`src/hdl/swq_pkg.sv`:
```
// Shared constants, types and command/status structs for the sliding window quantile block.
`default_nettype none

package swq_pkg;

    localparam int SAMPLE_BITS    = 32;
    localparam int FRAC_BITS      = 17;
    localparam int FRAC_SHIFT     = 16;
    localparam int FRAC_ONE       = 65536;
    localparam int FRAC_HALF      = 32768;
    localparam int WINDOW_BITS    = 7;
    localparam int COUNT_BITS     = 7;
    localparam int MAX_WINDOW_DEF = 64;
    localparam int WINDOW_RESET   = 60;

    localparam int IN_DATA_BITS   = 56;
    localparam int OUT_DATA_BITS  = 40;
    localparam int ADDR_BITS      = 3;

    // Command codes carried on the input tuser bit.
    localparam logic CMD_PUSH  = 1'b0;
    localparam logic CMD_QUERY = 1'b1;

    // Register indexes of the configuration port.
    localparam logic [0:0] REG_WINDOW = 1'b0;

    typedef struct packed {
        logic load;      // capture the input beat
        logic evict;     // remove the oldest sample
        logic insert;    // put the captured sample into its sorted place
        logic rank;      // multiply out the rank position
        logic index;     // round and clamp the rank into a cell index
        logic group;     // first stage of the cell read
        logic emit;      // load the output register
    } t_dp_cmd;

    typedef struct packed {
        logic push;      // captured beat is a push
        logic full;      // store holds a whole window
        logic out_busy;  // output register holds a beat that is not taken this cycle
    } t_dp_stat;

endpackage

`default_nettype wire

```
`src/hdl/swq_ctrl.sv`:
```
// Controller state machine that sequences one item through the datapath.
`default_nettype none

module swq_ctrl
    import swq_pkg::*;
(
    input  wire logic     i_clk,
    input  wire logic     i_rst_n,
    input  wire logic     i_s_tvalid,
    output logic          o_s_tready,
    input  wire t_dp_stat i_stat,
    output t_dp_cmd       o_cmd
);

    typedef enum logic [2:0] {
        ST_IDLE,
        ST_START,
        ST_EVICT,
        ST_INSERT,
        ST_RANK,
        ST_INDEX,
        ST_GROUP,
        ST_OUTPUT
    } t_state;

    t_state r_state, n_state;
    logic   r_ready, n_ready;
    logic   accept;

    assign accept     = i_s_tvalid & r_ready;
    assign o_s_tready = r_ready;

    always_comb begin
        n_state = r_state;
        n_ready = r_ready;
        o_cmd   = '0;
        case (r_state)
            ST_IDLE: begin
                if (accept) begin
                    o_cmd.load = 1'b1;
                    n_ready    = 1'b0;
                    n_state    = ST_START;
                end
            end
            ST_START: begin
                if (!i_stat.push) begin
                    n_state = ST_RANK;
                end else if (i_stat.full) begin
                    n_state = ST_EVICT;
                end else begin
                    n_state = ST_INSERT;
                end
            end
            ST_EVICT: begin
                o_cmd.evict = 1'b1;
                n_state     = ST_INSERT;
            end
            ST_INSERT: begin
                o_cmd.insert = 1'b1;
                n_state      = ST_RANK;
            end
            ST_RANK: begin
                o_cmd.rank = 1'b1;
                n_state    = ST_INDEX;
            end
            ST_INDEX: begin
                o_cmd.index = 1'b1;
                n_state     = ST_GROUP;
            end
            ST_GROUP: begin
                o_cmd.group = 1'b1;
                n_state     = ST_OUTPUT;
            end
            ST_OUTPUT: begin
                // Hold here until the output register can take the beat.
                if (!i_stat.out_busy) begin
                    o_cmd.emit = 1'b1;
                    n_ready    = 1'b1;
                    n_state    = ST_IDLE;
                end
            end
            default: begin
                n_state = ST_IDLE;
                n_ready = 1'b1;
            end
        endcase
    end

    always_ff @(posedge i_clk) begin
        if (!i_rst_n) begin
            r_state <= ST_IDLE;
            r_ready <= 1'b1;
        end else begin
            r_state <= n_state;
            r_ready <= n_ready;
        end
    end

endmodule

`default_nettype wire

```
`config.mk`:
```
export PLATFORM = sky130hd
export DESIGN_NAME = swq_ctrl
export DESIGN_NICKNAME = d
export VERILOG_FILES = /design/src/hdl/swq_pkg.sv /design/src/hdl/swq_ctrl.sv
export SDC_FILE = /design/constraint.sdc
export NUM_CORES = 1
export LEC_CHECK = 0
export ABC_AREA = 1
export BUFFER_PORTS_ARGS = -buffer_cell sky130_fd_sc_hd__buf_4
export CAP_MARGIN = 25
export CELL_PAD_IN_SITES_DETAIL_PLACEMENT = 1
export CELL_PAD_IN_SITES_GLOBAL_PLACEMENT = 1
export CORE_AREA = 2 2 39 41
export DETAILED_ROUTE_END_ITERATION = 10
export DIE_AREA = 0 0 41 43
export GPL_TIMING_DRIVEN = 0
export PLACE_DENSITY = 0.61
export SYNTH_ARGS = -nofsm -noshare
export SYNTH_HDL_FRONTEND = slang
export SYNTH_SLANG_ARGS = --single-unit
```
`constraint.sdc`:
```
create_clock -name i_clk -period 1.3 [get_ports i_clk]
set_clock_uncertainty 0.2 [all_clocks]
set_input_delay 0.195 -clock i_clk [delete_from_list [all_inputs] [get_ports i_clk]]
set_output_delay 0.195 -clock i_clk [all_outputs]
set_load 0.005 [all_outputs]
```
==> impl_metrics.csv <==
group,metric,value,unit
worst_setup_path,critPathCaptureType,"output port",
timing,setup_viol,8,
drt,first_pass_iters,3,
floorplan,die_h,43,um
worst_setup_path,regToRegStartpoint,"r_state[0]",
cts,cts_max_path_buffers,2,
synth,synth_fp_nets,50,
cells_and_area,n_antenna_cell,0,
drt,drc,0,
floorplan,num_io_pins,14,
grt,grt.total_usage,12.0,%
cells_and_area,area_growth,96.3,%
grt,antenna_found_initial,0,
worst_setup_path,worst-path-max-fanout,8,
worst_setup_path,crit_type,"flip-flop to output port",
worst_setup_path,timing.rr.end,"o_s_tready",
pwr,ir_drop,0.456,mV
timing,worst_slew_pin_slew,0.159,ns
worst_setup_path,rrSetupSlack,-0.06,ns
worst_setup_path,crit_slowest_cell,"dfxtp_4",
hold_path,hold_start,"i_stat[2]",
timing,clock.fmax,694,MHz
timing,relSlewSlack,89.3,%
cells_and_area,final_util,38.5,%
cells_and_area,layout_commonest_cell,"buf_4",
worst_setup_path,crit_path_max_incr_delay,0.38,ns
synth,yosysUniqueCellTypes,15,
worst_setup_path,startpoint_type,"flip-flop",
placed_design,place_congestion,0.707,
cts,htree_levels,1,
grt,grt_pass1_vias,354,
drt,antenna_left,0,
synth,ys_seq_elements,4,
timing,finalHoldViolCount,0,
synth,syn_area,272,um2
cts,cts.sinks,4,
flow_run,drv_cap,0,
placed_design,place_area,389,um2
pwr,p_total,0.624,mW
floorplan,die_width,41,um
hold_path,min_path_type,"primary input to flip-flop",
drt,wl_per_cell,10.3,um
grt,grt_max_degree,9,
worst_setup_path,cp_cell_sequence,"buf_4, nor3_2, buf_4",
cells_and_area,stdcell_area,533,um2
cells_and_area,final_cell_mix,"buf_4, nand2_1, nor2_4",
synth,avgSynthCellArea,6.17,um2
run_status,violations,"setup timing",
worst_setup_path,r2r_cells,7,
floorplan,rows,14,
hold_path,hold_depth,5,
drt,num_vias,366,
timing,fin_crit_sh,111,%
grt,grt_pass1_wl,1.35,mm
cts,insertion_delay,0.24,ns
grt,overflow,0,
placed_design,dp_hpwl,567,um
timing,finalMaxSlewViolations,0,
cts,cts_buffers,3,
worst_setup_path,crit_required,0.90,ns
cts,cts_root_buf,"clkbuf_4",
drt,viasPerCell,4.36,
cells_and_area,drive_gt1_share,63.2,%
pwr,cellPowerDensity,1170,nW/um2
synth,yosys.area.top_type_share,29.5,%
cts,cts.clk_slew.worst_paths,0.04,ns
worst_setup_path,arrival,1.05,ns
pwr,p_leak,0.272,nW
placed_design,portBuffers,13,
hold_path,holdPathEnd,"r_state[1]",
floorplan,initial_utilization,19.6,%
run_status,status,"finished, violations left",
timing,rsz0062_at_grt,"yes",
drt,wirelength,863,um
synth,postSynthCellCount,44,
synth,post-synth-top-area-cell,"dfxtp_1",
worst_setup_path,cp_num_buf_inv,2,
cells_and_area,nFillCells,181,
drt,drtIter0Drc,1,
worst_setup_path,worst_path_dominant_cell_family,"flip-flops",
synth,synth_area_leaders,"dfxtp_1, nand2_1, inv_1, nor2_1, nor2_2",
cts,cts_tree,"done",
worst_setup_path,worst_path_most_repeated_cell,"buf_4",
floorplan,core,1380,um2
floorplan,die-area,1760,um2
timing,fin_crit,1.44,ns
timing,hold_ws,0.0810,ns
synth,yosysSeqAreaShare,29.5,%
timing,fin_ws,-0.141,ns
cells_and_area,fin_nets,76,
synth,yosysWarnings,0,
==> worst register-to-register path, delay by kind of cell (launching register included) <==
family                 cells  cell delay [ns]
and+or+nand+nor            2             0.13
AOI/OAI and AO/OA          1             0.11
DFF                        1             0.40
buffers and inverters      4             0.45
==> power breakdown <==
group          internal [mW]  leakage [nW]  switching, mW
Sequential             0.149        0.0350         0.0464
Clock                  0.104        0.0138         0.0588
Combinational          0.148         0.223          0.118
==> Yosys cell counts <==
cell type / n
nor2_2: 3
dfxtp_1: 4
buf_4: 1
nand4_1: 1
inv_2: 1
nand3_1: 3
nor3_1: 2
nor2_1: 6
nand2_1: 11
nor2_4: 1
o21ai_1: 1
nand3_2: 1
a21oi_1: 1
inv_1: 7
o21ai_2: 1
==> metal layers <==
layer	track usage, %	part of all wire [%]
met1	10.6	38
met5	0	0
met2	20.0	53
met4	10.0	2.4
met3	3.66	6.7
==> cell type report <==
cell class                      count  area [um2]  share of cell area [%]
Tap cell                           16        20.0                    3.76
Inverter                            8        32.5                    6.10
Multi-Input combinational cell     31         191                    35.9
Timing Repair Buffer               22         175                    32.9
Clock buffer                        3        22.5                    4.23
Sequential cell                     4        91.3                    17.1
==> sequential cells by signal, indices dropped and copies added (netlist names) <==
| register | cells |
|---|---|
| o_s_tready | 1 |
| r_state | 3 |
==> per-stage QoR <==
stage	TNS [ns]	worst slack [ns]	instances
floorplan	0	0.179	44
global placement	-0.00988	-0.00988	73
detailed placement	-0.0146	-0.00819	73
CTS	-1.03	-0.190	83
global route	-1.27	-0.219	84
finish	-0.758	-0.141	84
==> cell families (layout without fill, tap and decap cells) <==
family,after synthesis,after routing,share of synthesized area (%)
and+or+nand+nor,28,28,49.8
buffers and inverters,9,33,13.8
DFF,4,4,29.5
AOI/OAI and AO/OA,3,3,6.91
==> repair_timing <==
item	CTS	global route
pin swaps	1	5
resized for setup	6	17
endpoints found under the hold margin	4	0
endpoints found under the setup margin	7	8
hold buffers	1	0
buffers inserted	6	2
==> worst max path at each step <==
stage / start / endpoint / slack, ns / cells after the start
CTS: r_state[1] / o_cmd[6] / -0.19 / 5
global route: r_state[1] / o_cmd[1] / -0.22 / 5
finish: r_state[1] / o_cmd[2] / -0.14 / 3
global placement: r_state[2] / o_cmd[2] / -0.01 / 3
detailed placement: r_state[1] / o_cmd[6] / -0.008 / 5
floorplan: r_state[1] / o_cmd[6] / 0.18 / 4
No activity file was read; power rests on OpenSTA's default activity.
